[config.mk]
export PLATFORM = sky130hd
export DESIGN_NAME = four_key_click_long_classifier_flat
export DESIGN_NICKNAME = d
export VERILOG_FILES = /design/src/hw/rtl/fckl_pkg.sv /design/src/hw/rtl/fckl_if.sv /design/src/hw/rtl/fckl_step.sv /design/src/hw/rtl/four_key_click_long_classifier.sv /design/src/flat_wrapper.sv
export SDC_FILE = /design/constraint.sdc
export NUM_CORES = 1
export LEC_CHECK = 0
export ABC_AREA = 1
export CAP_MARGIN = 20
export CORE_MARGIN = 4
export CORE_UTILIZATION = 65
export DETAILED_ROUTE_END_ITERATION = 6
export DONT_BUFFER_PORTS = 1
export PLACE_DENSITY_LB_ADDON = 0.1
export REMOVE_ABC_BUFFERS = 1
export SLEW_MARGIN = 20
export SYNTH_ARGS = -nofsm -noshare
export SYNTH_HDL_FRONTEND = slang
export SYNTH_SLANG_ARGS = --single-unit
[constraint.sdc]
create_clock -name clock -period 7.9 [get_ports clock]
set_clock_uncertainty 0.05 [all_clocks]
set_input_delay 0.79 -clock clock [delete_from_list [all_inputs] [get_ports clock]]
set_output_delay 0.79 -clock clock [all_outputs]
set_load 0.1 [all_outputs]
[src/hw/rtl/fckl_pkg.sv]
// ----------------------------------------------------------------------------
// fckl_pkg
// shared types and constants for the four key click / long press classifier
// ----------------------------------------------------------------------------
package fckl_pkg;

   localparam int TIMER_W     = 16;
   localparam int TOTAL_W     = 32;
   localparam int INC_W       = 4;
   localparam int KEYS        = 4;
   localparam int CSR_INDEX_W = 8;
   localparam int CSR_DATA_W  = 16;

   localparam logic [TIMER_W-1:0] TIMER_MAX          = '1;
   localparam logic [TIMER_W-1:0] LONG_PRESS_RESET   = 16'd2000;
   localparam logic [TIMER_W-1:0] DOUBLE_CLICK_RESET = 16'd300;

   // register indexes on the csr channel
   localparam logic [CSR_INDEX_W-1:0] REG_LONG_PRESS   = 8'd0;
   localparam logic [CSR_INDEX_W-1:0] REG_DOUBLE_CLICK = 8'd1;

   // item kinds
   localparam logic FUNC_TICK = 1'b0;
   localparam logic FUNC_SCAN = 1'b1;

   typedef struct packed {
      logic [TIMER_W-1:0] hold_ticks;
      logic [TIMER_W-1:0] gap_ticks;
      logic               holding;
      logic               long_fired;
      logic               window_open;
      logic [KEYS-1:0]    previous_levels;
   } fckl_state_type;

   typedef struct packed {
      logic [TIMER_W-1:0] long_press_ticks;
      logic [TIMER_W-1:0] double_click_window;
   } fckl_cfg_type;

endpackage

[src/hw/rtl/fckl_if.sv]
// ----------------------------------------------------------------------------
// fckl channel interfaces
// valid / ready channels for scan items, results and register writes
// ----------------------------------------------------------------------------
interface fckl_req_if;
   logic valid;
   logic ready;
   logic func;
   logic key_one_level;
   logic key_two_level;
   logic key_three_level;
   logic key_four_level;

   modport source (output valid, func, key_one_level, key_two_level,
                   key_three_level, key_four_level, input ready);
   modport sink   (input valid, func, key_one_level, key_two_level,
                   key_three_level, key_four_level, output ready);
endinterface

interface fckl_rsp_if;
   logic        valid;
   logic        ready;
   logic [31:0] total_count;
   logic        awaiting_second_click;

   modport source (output valid, total_count, awaiting_second_click, input ready);
   modport sink   (input valid, total_count, awaiting_second_click, output ready);
endinterface

interface fckl_csr_if;
   logic                            valid;
   logic                            ready;
   logic [fckl_pkg::CSR_INDEX_W-1:0] index;
   logic [fckl_pkg::CSR_DATA_W-1:0]  data;

   modport source (output valid, index, data, input ready);
   modport sink   (input valid, index, data, output ready);
endinterface

[src/hw/rtl/fckl_step.sv]
// ----------------------------------------------------------------------------
// fckl_step
// next state and total increment for one tick or scan item
// ----------------------------------------------------------------------------
module fckl_step (
   input  fckl_pkg::fckl_state_type             state,
   input  fckl_pkg::fckl_cfg_type               cfg,
   input  logic                                 func,
   input  logic [fckl_pkg::KEYS-1:0]            levels,
   output fckl_pkg::fckl_state_type             state_next,
   output logic [fckl_pkg::INC_W-1:0]           increment
);

   always_comb begin
      fckl_pkg::fckl_state_type   s;
      logic [fckl_pkg::INC_W-1:0] inc;
      logic [fckl_pkg::KEYS-1:0]  held;
      logic [fckl_pkg::KEYS-1:0]  rise;

      s    = state;
      inc  = '0;
      held = ~levels & ~state.previous_levels;
      rise = levels & ~state.previous_levels;

      if (func == fckl_pkg::FUNC_TICK) begin
         // saturating timers
         if (s.holding && (s.hold_ticks != fckl_pkg::TIMER_MAX)) begin
            s.hold_ticks = s.hold_ticks + 1'b1;
         end
         if (s.window_open && (s.gap_ticks != fckl_pkg::TIMER_MAX)) begin
            s.gap_ticks = s.gap_ticks + 1'b1;
         end
      end else begin
         // key 1: repeat while long
         if (held[0]) begin
            s.holding = 1'b1;
            if (s.hold_ticks > cfg.long_press_ticks) inc = inc + 4'd1;
         end
         if (rise[0]) begin
            if (s.hold_ticks < cfg.long_press_ticks) inc = inc + 4'd1;
            s.hold_ticks = '0;
            s.holding    = 1'b0;
         end

         // key 2: one long event per press
         if (!s.long_fired && held[1]) begin
            s.holding = 1'b1;
            if (s.hold_ticks > cfg.long_press_ticks) begin
               inc          = inc + 4'd2;
               s.long_fired = 1'b1;
            end
         end
         if (rise[1]) begin
            if (s.hold_ticks < cfg.long_press_ticks) inc = inc + 4'd1;
            s.holding    = 1'b0;
            s.long_fired = 1'b0;
            s.hold_ticks = '0;
         end

         // key 3: single / double click
         if (!s.window_open) begin
            if (rise[2]) s.window_open = 1'b1;
         end else if (s.gap_ticks < cfg.double_click_window) begin
            if (rise[2]) begin
               inc           = inc + 4'd2;
               s.gap_ticks   = '0;
               s.window_open = 1'b0;
            end
         end else begin
            inc           = inc + 4'd1;
            s.gap_ticks   = '0;
            s.window_open = 1'b0;
         end

         // key 4: long press, then single / double click
         if (!s.long_fired && !s.window_open && held[3]) begin
            s.holding = 1'b1;
            if (s.hold_ticks > cfg.long_press_ticks) begin
               inc          = inc + 4'd3;
               s.long_fired = 1'b1;
            end
         end
         if (!s.window_open) begin
            if (rise[3]) begin
               if (s.hold_ticks < cfg.long_press_ticks) s.window_open = 1'b1;
               s.long_fired = 1'b0;
               s.holding    = 1'b0;
               s.hold_ticks = '0;
            end
         end else if (s.gap_ticks < cfg.double_click_window) begin
            if (rise[3]) begin
               inc           = inc + 4'd2;
               s.gap_ticks   = '0;
               s.window_open = 1'b0;
            end
         end else begin
            inc           = inc + 4'd1;
            s.gap_ticks   = '0;
            s.window_open = 1'b0;
         end

         s.previous_levels = levels;
      end

      state_next = s;
      increment  = inc;
   end

endmodule

[src/hw/rtl/four_key_click_long_classifier.sv]
// ----------------------------------------------------------------------------
// four_key_click_long_classifier
// click, double click and long press classifier for four active-low keys
// ----------------------------------------------------------------------------
//  channel   dir  payload                                     transfer when
//  req_bus   in   func, key_one..key_four_level               valid && ready
//  rsp_bus   out  total_count[31:0], awaiting_second_click    valid && ready
//  csr_bus   in   index[7:0], data[15:0]                      valid && ready
//
//  the step logic runs between the state registers and the result register,
//  so a new req transfer is taken every clock while the result register is free or draining
//  one rsp transfer per req transfer, result shown the cycle after
//  reset (synchronous, high) clears the state and loads the default registers
//  a stalled rsp holds req ready low only while the result register is full
//  and not being taken
// ----------------------------------------------------------------------------
module four_key_click_long_classifier (
   input  logic       clock,
   input  logic       reset,
   fckl_req_if.sink   req_bus,
   fckl_rsp_if.source rsp_bus,
   fckl_csr_if.sink   csr_bus
);

   // architectural state
   fckl_pkg::fckl_state_type              state_ff, state_in;
   logic [fckl_pkg::TOTAL_W-1:0]          total_ff, total_in;
   fckl_pkg::fckl_cfg_type                cfg_ff, cfg_in;
   logic                                  rsp_valid_ff, rsp_valid_in;

   fckl_pkg::fckl_state_type              step_state;
   logic [fckl_pkg::INC_W-1:0]            step_inc;
   logic [fckl_pkg::KEYS-1:0]             levels;
   logic                                  req_xfer;

   // result register is free or draining this cycle
   assign req_bus.ready = !rsp_valid_ff || rsp_bus.ready;
   assign req_xfer      = req_bus.valid && req_bus.ready;
   assign csr_bus.ready = 1'b1;

   // bit 0 is key 1
   assign levels = {req_bus.key_four_level, req_bus.key_three_level,
                    req_bus.key_two_level, req_bus.key_one_level};

   fckl_step u_step (
      .state      (state_ff),
      .cfg        (cfg_ff),
      .func       (req_bus.func),
      .levels     (levels),
      .state_next (step_state),
      .increment  (step_inc)
   );

   always_comb begin
      state_in     = state_ff;
      total_in     = total_ff;
      cfg_in       = cfg_ff;
      rsp_valid_in = rsp_valid_ff && !rsp_bus.ready;

      if (req_xfer) begin
         state_in     = step_state;
         total_in     = total_ff + {{(fckl_pkg::TOTAL_W-fckl_pkg::INC_W){1'b0}}, step_inc};
         rsp_valid_in = 1'b1;
      end

      // register writes; unknown indexes fall through
      if (csr_bus.valid) begin
         unique case (csr_bus.index)
            fckl_pkg::REG_LONG_PRESS:   cfg_in.long_press_ticks    = csr_bus.data;
            fckl_pkg::REG_DOUBLE_CLICK: cfg_in.double_click_window = csr_bus.data;
            default: ;
         endcase
      end
   end

   always_ff @(posedge clock) begin
      if (reset) begin
         state_ff.hold_ticks      <= '0;
         state_ff.gap_ticks       <= '0;
         state_ff.holding         <= 1'b0;
         state_ff.long_fired      <= 1'b0;
         state_ff.window_open     <= 1'b0;
         state_ff.previous_levels <= '1;
         total_ff                 <= '0;
         cfg_ff.long_press_ticks    <= fckl_pkg::LONG_PRESS_RESET;
         cfg_ff.double_click_window <= fckl_pkg::DOUBLE_CLICK_RESET;
         rsp_valid_ff             <= 1'b0;
      end else begin
         state_ff     <= state_in;
         total_ff     <= total_in;
         cfg_ff       <= cfg_in;
         rsp_valid_ff <= rsp_valid_in;
      end
   end

   // result fields come straight from the state after the last item
   assign rsp_bus.valid                 = rsp_valid_ff;
   assign rsp_bus.total_count           = total_ff;
   assign rsp_bus.awaiting_second_click = state_ff.window_open;

   // every accepted item leaves a result behind
   a_xfer_gives_rsp: assert property (@(posedge clock) disable iff (reset)
      req_xfer |=> rsp_valid_ff)
      else $error("req transfer without result");

   // one scan adds at most 8 to the total
   a_inc_bound: assert property (@(posedge clock) disable iff (reset)
      req_xfer |=> ((total_ff - $past(total_ff)) <= 32'd8))
      else $error("total jumped too far");

   // state moves only on a req transfer
   a_state_hold: assert property (@(posedge clock) disable iff (reset)
      !req_xfer |=> ($stable(state_ff) && $stable(total_ff)))
      else $error("state changed without a req transfer");

endmodule
[src/flat_wrapper.sv]
// flat-port wrapper written by rule: the top's interface ports become plain ports
module four_key_click_long_classifier_flat 
  (clock, reset, req_bus_valid, req_bus_func, req_bus_key_one_level, req_bus_key_two_level, req_bus_key_three_level, req_bus_key_four_level, req_bus_ready, rsp_bus_valid, rsp_bus_total_count, rsp_bus_awaiting_second_click, rsp_bus_ready, csr_bus_valid, csr_bus_index, csr_bus_data, csr_bus_ready);
  fckl_req_if req_bus_i ();
  fckl_rsp_if rsp_bus_i ();
  fckl_csr_if csr_bus_i ();
  input  logic clock;
  input  logic reset;
  input wire logic [$bits(req_bus_i.valid)-1:0] req_bus_valid;
  input wire logic [$bits(req_bus_i.func)-1:0] req_bus_func;
  input wire logic [$bits(req_bus_i.key_one_level)-1:0] req_bus_key_one_level;
  input wire logic [$bits(req_bus_i.key_two_level)-1:0] req_bus_key_two_level;
  input wire logic [$bits(req_bus_i.key_three_level)-1:0] req_bus_key_three_level;
  input wire logic [$bits(req_bus_i.key_four_level)-1:0] req_bus_key_four_level;
  output wire logic [$bits(req_bus_i.ready)-1:0] req_bus_ready;
  output wire logic [$bits(rsp_bus_i.valid)-1:0] rsp_bus_valid;
  output wire logic [$bits(rsp_bus_i.total_count)-1:0] rsp_bus_total_count;
  output wire logic [$bits(rsp_bus_i.awaiting_second_click)-1:0] rsp_bus_awaiting_second_click;
  input wire logic [$bits(rsp_bus_i.ready)-1:0] rsp_bus_ready;
  input wire logic [$bits(csr_bus_i.valid)-1:0] csr_bus_valid;
  input wire logic [$bits(csr_bus_i.index)-1:0] csr_bus_index;
  input wire logic [$bits(csr_bus_i.data)-1:0] csr_bus_data;
  output wire logic [$bits(csr_bus_i.ready)-1:0] csr_bus_ready;
  assign req_bus_i.valid = req_bus_valid;
  assign req_bus_i.func = req_bus_func;
  assign req_bus_i.key_one_level = req_bus_key_one_level;
  assign req_bus_i.key_two_level = req_bus_key_two_level;
  assign req_bus_i.key_three_level = req_bus_key_three_level;
  assign req_bus_i.key_four_level = req_bus_key_four_level;
  assign req_bus_ready = req_bus_i.ready;
  assign rsp_bus_valid = rsp_bus_i.valid;
  assign rsp_bus_total_count = rsp_bus_i.total_count;
  assign rsp_bus_awaiting_second_click = rsp_bus_i.awaiting_second_click;
  assign rsp_bus_i.ready = rsp_bus_ready;
  assign csr_bus_i.valid = csr_bus_valid;
  assign csr_bus_i.index = csr_bus_index;
  assign csr_bus_i.data = csr_bus_data;
  assign csr_bus_ready = csr_bus_i.ready;
  four_key_click_long_classifier u_core (.clock(clock), .reset(reset), .req_bus(req_bus_i), .rsp_bus(rsp_bus_i), .csr_bus(csr_bus_i));
endmodule
=== Word level (Yosys, flattened, before mapping) ===
Cells that the tools add are included.

* Register bits after elaboration: 104
* Input bits: 34
* Output and inout port bits: 36

* $add $sub $neg: 11
* $lt $le $gt $ge: 8
* Equal/unequal tests: 3
* Muxes and demuxes: 59
* Bitwise gates (word level): 4
* Reductions and logical operators: 21

{| class="wikitable"
|+ Operators by type and width
! operator !! number
|-
| $mux W16 || 15
|-
| $mux W4 || 21
|-
| $lt A16 B16 Y1 || 5
|-
| $gt A16 B16 Y1 || 3
|-
| $add A16 B1 Y16 const B || 2
|-
| $add A32 B4 Y32 || 1
|-
| $mux W32 || 1
|-
| $ne A16 B16 Y1 const B || 2
|-
| $add A4 B1 Y4 const B || 4
|-
| $add A4 B2 Y4 const B || 4
|-
| $mux W1 || 16
|-
| $mux W2 || 5
|-
| $reduce_and A2 Y1 || 5
|-
| $and A4 B4 Y4 || 2
|-
| $eq A8 B1 Y1 const B || 1
|-
| $logic_not A8 Y1 || 1
|-
| $not A4 Y4 || 2
|-
| $logic_and A1 B1 Y1 || 7
|-
| $logic_not A1 Y1 || 5
|-
| $reduce_bool A2 Y1 || 2
|-
| $mux W3 || 1
|-
| $logic_or A1 B1 Y1 || 1
|}

=== Longest topological paths before layout ===
* Depth in word-level cells: 31
* Mapped depth: 52
* Depth with buffers taken out: 51

=== By module ===
Synthesis repeated with hierarchy kept, for this count alone.

* Cells, all modules: 1319
* Area, all modules: 8430.6 um^2

{| class="wikitable"
|+ Modules (own cells, without submodules)
! module !! times used !! cells an instance !! area each (um^2) !! seq. area each (um^2)
|-
| four_key_click_long_classifier || 1 || 618 || 4453.0 || 2082.0
|-
| fckl_step || 1 || 701 || 3977.6 || 0.0
|}

=== Least setup slack after synthesis ===
Ideal clock, no wire load.

* Path type: input port to flip-flop
* Start point: input port req_bus_key_one_level
* End point: register u_core.total_ff, in the netlist u_core.rsp_bus.total_count[28]
* Setup time: 0.130 ns
* Data arrival time: 6.958 ns
* Path slack: 0.762 ns
* Stages on the path: 45
* Buffers on the path: 2
* Cell sequence: inv_1 > nor2_1 > clkbuf_1 > buf_1 > nor2_1 > ha_1 > a21oi_1 > o21ai_0 > a21oi_1 > nand2_1 > nand2_1 > nand2_1 > nand2_1 > inv_1 > ha_1 > nand2_1 > nand2_1 > ha_1 > [9 not listed] > nand2_1 > inv_1 > ha_1 > nand3b_1 > nand2_1 > nand2_2 > nor2_4 > nand3_2 > nor2_2 > nand3_2 > nor2_2 > nand2_1 > nor4_2 > nand2_1 > nor2_2 > nand3_2 > nor3_1 > nor3_2

* Cells in the longest elaborated chain, start to end: 31
* Elaborated cells between the ends (all ways): 48

{| class="wikitable"
|+ Ends and longest elaborated chain
! what !! RTL line !! RTL
|-
| start: declaration || flat_wrapper.sv:11 || <nowiki>input wire logic [$bits(req_bus_i.key_one_level)-1:0] req_bus_key_one_level;</nowiki>
|-
| $not A4 Y4 || fckl_step.sv:22 || <nowiki>held = ~levels & ~state.previous_levels;</nowiki>
|-
| $and A4 B4 Y4 || fckl_step.sv:22 ||
|-
| $mux W1 || fckl_step.sv:35 || <nowiki>if (held[0]) begin</nowiki>
|-
| $mux W4 || fckl_step.sv:25 || <nowiki>if (func == fckl_pkg::FUNC_TICK) begin</nowiki>
|-
| $add A4 B1 Y4 || fckl_step.sv:40 || <nowiki>if (s.hold_ticks < cfg.long_press_ticks) inc = inc + 4'd1;</nowiki>
|-
| $mux W4 || fckl_step.sv:40 ||
|-
| $mux W4 || fckl_step.sv:39 || <nowiki>if (rise[0]) begin</nowiki>
|-
| $mux W4 || fckl_step.sv:25 ||
|-
| [15 not listed] || -- ||
|-
| $mux W4 (*) || fckl_step.sv:76 || <nowiki>if (!s.long_fired && !s.window_open && held[3]) begin</nowiki>
|-
| $mux W4 (*) || fckl_step.sv:25 ||
|-
| $add A4 B2 Y4 || fckl_step.sv:92 || <nowiki>inc = inc + 4'd2;</nowiki>
|-
| $mux W4 || fckl_step.sv:91 || <nowiki>if (rise[3]) begin</nowiki>
|-
| $mux W4 || fckl_step.sv:90 || <nowiki>end else if (s.gap_ticks < cfg.double_click_window) begin</nowiki>
|-
| $mux W4 (*) || fckl_step.sv:83 || <nowiki>if (!s.window_open) begin</nowiki>
|-
| $mux W4 (*) || fckl_step.sv:25 ||
|-
| $add A32 B4 Y32 (*) || four_key_click_long_classifier.sv:62 || <nowiki>total_in = total_ff + {{(fckl_pkg::TOTAL_W-fckl_pkg::INC_W){1'b0}}, step_inc};</nowiki>
|-
| end signal: assignment || four_key_click_long_classifier.sv:90 || <nowiki>total_ff <= total_in;</nowiki>
|-
| end: declaration || four_key_click_long_classifier.sv:27 || <nowiki>logic [fckl_pkg::TOTAL_W-1:0] total_ff, total_in;</nowiki>
|}

Mark *: on every way between the ends. The rest lies on a longest branch, timed or not. The select of a mux whose other input is x is not followed.
A chain may end at the register's enable or synchronous reset.

=== Worst setup path in the final report ===
* Start point: register u_core.cfg_ff[27] in the netlist's numbering
* End point: register u_core.total_ff, in the netlist u_core.rsp_bus.total_count[28]

* Cells in the longest elaborated chain, start to end: 31
* Elaborated cells between the ends (all ways): 44

{| class="wikitable"
|+ Ends and longest elaborated chain
! what !! RTL line !! RTL
|-
| start: declaration || four_key_click_long_classifier.sv:28 || <nowiki>fckl_pkg::fckl_cfg_type cfg_ff, cfg_in;</nowiki>
|-
| start signal: assignment || four_key_click_long_classifier.sv:91 || <nowiki>cfg_ff <= cfg_in;</nowiki>
|-
| $gt A16 B16 Y1 || fckl_step.sv:37 || <nowiki>if (s.hold_ticks > cfg.long_press_ticks) inc = inc + 4'd1;</nowiki>
|-
| $mux W1 || fckl_step.sv:37 ||
|-
| $mux W1 || fckl_step.sv:35 ||
|-
| $mux W4 || fckl_step.sv:25 ||
|-
| $add A4 B1 Y4 || fckl_step.sv:40 ||
|-
| $mux W4 || fckl_step.sv:40 ||
|-
| $mux W4 || fckl_step.sv:39 ||
|-
| $mux W4 || fckl_step.sv:25 ||
|-
| [15 not listed] || -- ||
|-
| $mux W4 (*) || fckl_step.sv:76 ||
|-
| $mux W4 (*) || fckl_step.sv:25 ||
|-
| $add A4 B2 Y4 || fckl_step.sv:92 ||
|-
| $mux W4 || fckl_step.sv:91 ||
|-
| $mux W4 || fckl_step.sv:90 ||
|-
| $mux W4 (*) || fckl_step.sv:83 ||
|-
| $mux W4 (*) || fckl_step.sv:25 ||
|-
| $add A32 B4 Y32 (*) || four_key_click_long_classifier.sv:62 ||
|}

Marked as above.

==> impl_metrics.csv <==
group,metric,value,unit
placement,place.gp.congestion,0.8928,
cts,cts_buffer_depth,2,
cts,clk_latency,0.36,ns
status,outcome,"completed",
placement,post-place-ws,0.5761,ns
synthesis,synth_area_leaders,"dfxtp_1, ha_1, nand2_1",
critical_path,cp_max_fo,4,
floorplan,rows,39,
route,drtIter0Drc,655,
pwr,peakVddDrop,0.1551,mV
critical_path,cp.required,8.10,ns
route,vias_per_cell,5.870,
synthesis,synthDistinctLibCells,49,
final_layout,final_cells,1258,
global_routing,grt_pass1_wl,32200,um
final_layout,final_area,8115,um2
pwr,switching_share,0.3248,
synthesis,ys.warnings.count,0,
cts,cts_hold_buf,0,
critical_path,max_stage_delay,0.35,ns
floorplan,floorplan.die_area,13750,um2
route,drtAntennaViolNets,0,
global_routing,grt_pass1_vias,6793,
worst_hold_path,holdCritStartpoint,"reset",
final_layout,fill_cells,1058,
floorplan,ios,70,
placement,io_buffers,0,
sta,hold_viol_final,0,
synthesis,synth_area,7760,um2
floorplan,die_h,117.3,um
cts,h-tree-depth,3,
critical_path,slowest_stage,"nor3_1",
sta,maxSlewHeadroom,0.2511,
critical_path,crit_top_cell,"nand2_1",
critical_path,critPathLaunchType,"register",
pwr,power_density,157.1,nW/um2
final_layout,multi_input_area,4886,um2
critical_path,rrSetupSlack,0.77,ns
sta,fin_crit_sh,0.9024,
sta,setup_viol,0,
route,remaining_drc_errors,0,
sta,worst_pin_slew,1.122,ns
worst_hold_path,worstHoldPathCells,1,
sta,fmax,140.3,MHz
synthesis,yosysSeqAreaShare,0.2683,
pwr,combPwrFrac,0.187,
floorplan,initial_utilization,0.6710,
sta,period_minus_slack,7.129,ns
critical_path,critPathCaptureType,"register",
synthesis,synthFlopType,"dfxtp_1",
placement,hpwl,14270,um
sta,tns,0,ns
cts,clock-sinks,104,
pwr,p_clk_frac,0.360,
pwr,p_int,0.8606,mW
critical_path,reg2reg_from,"u_core.cfg_ff[27]$_SDFFE_PP0P_",
pwr,seq_power_share,0.453,
worst_hold_path,hold_class,"input port to register",
sta,slew_violations,0,
synthesis,synth_top_area_frac,0.2683,
critical_path,crit_start,"u_core.cfg_ff[27]$_SDFFE_PP0P_",
route,wl_per_cell,15.37,um
route,route.vias.total,7385,
worst_hold_path,min_to,"u_core.rsp_bus.total_count[26]$_SDFFE_PP0P_",
global_routing,grt_max_degree,52,
synthesis,netlist_instances,1128,
pwr,p_leak,3.685,nW
final_layout,antenna_cells,0,
final_layout,drive_above_1_share,0.05919,
cts,postCtsSetupBuffers,0,
synthesis,avgSynthCellArea,6.879,um2
floorplan,chipWidth,117.3,um
synthesis,synth_edf_count,0,
global_routing,overflow,0,
critical_path,timing.rr.end,"u_core.rsp_bus.total_count[28]$_SDFFE_PP0P_",
cts,cts_root_buffer,"clkbuf_16",
floorplan,core_region_area,11560,um2
cts,cts_buffers,9,
synthesis,yosysTopAreaCell,"dfxtp_1",
sta,rsz0062_at_grt,"false",
cts,clkTransAtPathRegs,0.08,ns
pwr,power_switching,0.4140,mW
route,routed_wirelength,19340,um
final_layout,final-seq-area,2082,um2
sta,post-route-worst-setup-slack,0.7710,ns
placement,place_inst,1242,
critical_path,arrival,7.33,ns
global_routing,grt_usage,0.2924,
cts,cts_tree,"yes",
synthesis,synth_seq_cells,104,
critical_path,crit_type,"register to register",
global_routing,antenna_found_initial,0,
placement,place_area,7815,um2
cts,cts_resized,0,
route,first_pass_iters,5,
final_layout,fin_nets,1236,
final_layout,area_growth,4.579,%
critical_path,ff2ff_path_depth,46,
synthesis,synthArstFlopShare,0,
flow_run,maxCapViolations,0,
==> metrics by stage <==
stage            util  hold slack, ns  total power, mW
6_report       0.7017          0.4376            1.275
5_1_grt        0.7017          0.4282            1.337
4_1_cts        0.7017          0.4304            1.277
3_5_place_dp   0.6758          0.4178           0.8240
3_3_place_gp   0.6758          0.4100           0.8181
2_1_floorplan       -          0.3960           0.7681
==> registers in the layout, summed over array words and instances (netlist names) <==
name	flops
u_core.rsp_bus.total_count	32
u_core.cfg_ff	32
u_core.rsp_bus.valid	1
u_core.state_ff	38
u_core.rsp_bus.awaiting_second_click	1
==> metal layers <==
metal	wire, um	part of all wire	vias to the layer above	GRT usage
met5	0	0	-	0
met4	324	0.017	0	0.08792
met3	1296	0.067	28	0.06530
met2	8957	0.46	220	0.4661
met1	8758	0.45	3352	0.3958
li1	-	-	3785	-
==> placed cells by master (no fill, tap or decap), drive strengths merged <==
master    netlist  routed
a31oi          15      15
a221oi         14      14
dfxtp         104     104
nor4            9       9
conb            1       1
buf            12       5
xor2           12      12
or2             3       3
and3            1       1
clkinv          2       4
nand3          62      62
o21a            3       3
nor2          119     119
o21bai          3       3
or4             2       2
fa              1       1
clkbuf         22      11
nand3b          4       4
a211oi          4       4
a32o            1       1
o21ai          86      86
nand4          12      12
o211ai         16      16
o22ai           1       1
nor4b           1       1
clkinvlp        0       1
nand2         193     193
nor3           46      46
o221a           1       1
inv           166     168
a21oi         121     121
ha             91      91
==> synthesized netlist by cell type, types with 4 or more instances <==
cell,number
a211oi_1,4
a21oi_1,120
a221oi_1,8
a221oi_2,6
a31oi_1,13
buf_1,4
clkbuf_1,22
dfxtp_1,104
ha_1,91
inv_1,163
nand2_1,189
nand2_2,4
nand3_1,54
nand3_2,8
nand3b_1,4
nand4_1,11
nor2_1,113
nor2_2,5
nor3_1,39
nor3_2,4
nor4_1,8
o211ai_1,16
o21ai_0,76
o21ai_1,9
xor2_1,12
==> cell type report <==
type,instances,share of cell area
repair buffers,5,0.004625
well taps,143,0.02205
inverters,168,0.07771
multi-input cells,822,0.6021
flip-flops and latches,104,0.2566
clock buffers,11,0.03114
clock inverters,5,0.005859
==> worst max-delay path: cells and delay by family (launching register included) <==
family | cells | cell delay [ns]
buffers and inverters | 5 | 0.33
DFF | 1 | 0.32
and+or+nand+nor | 32 | 4.12
adders and majority gates | 7 | 1.85
AOI/OAI and AO/OA | 2 | 0.34
==> worst max path at each step <==
stage / end / slack, ns / depth (start not counted)
finish: u_core.rsp_bus.total_count[28]$_SDFFE_PP0P_ / 0.77 / 46
global route: u_core.rsp_bus.total_count[28]$_SDFFE_PP0P_ / 0.03 / 47
CTS: u_core.rsp_bus.total_count[28]$_SDFFE_PP0P_ / 0.86 / 44
detailed placement: u_core.rsp_bus.total_count[28]$_SDFFE_PP0P_ / 0.58 / 44
global placement: u_core.rsp_bus.total_count[28]$_SDFFE_PP0P_ / 0.77 / 44
floorplan: u_core.rsp_bus.total_count[28]$_SDFFE_PP0P_ / 0.46 / 45
==> power by group through the flow <==
stage | clock, mW | sequential, mW | combinational [mW]
6_report | 0.459 | 0.577 | 0.238
5_1_grt | 0.483 | 0.580 | 0.274
4_1_cts | 0.463 | 0.577 | 0.237
3_5_place_dp | 0 | 0.589 | 0.235
3_3_place_gp | 0 | 0.589 | 0.229
2_1_floorplan | 0 | 0.587 | 0.181
==> cell families after synthesis <==
family | count (synthesis) | synth area share
simple gates | 452 | 0.2652
compound gates | 265 | 0.2007
buf+inv | 202 | 0.1024
flops | 104 | 0.2683
fa+ha+maj | 92 | 0.1493
xor+xnor | 12 | 0.01354
other cells | 1 | 0.0004833
(Power assumes the default switching activity.)
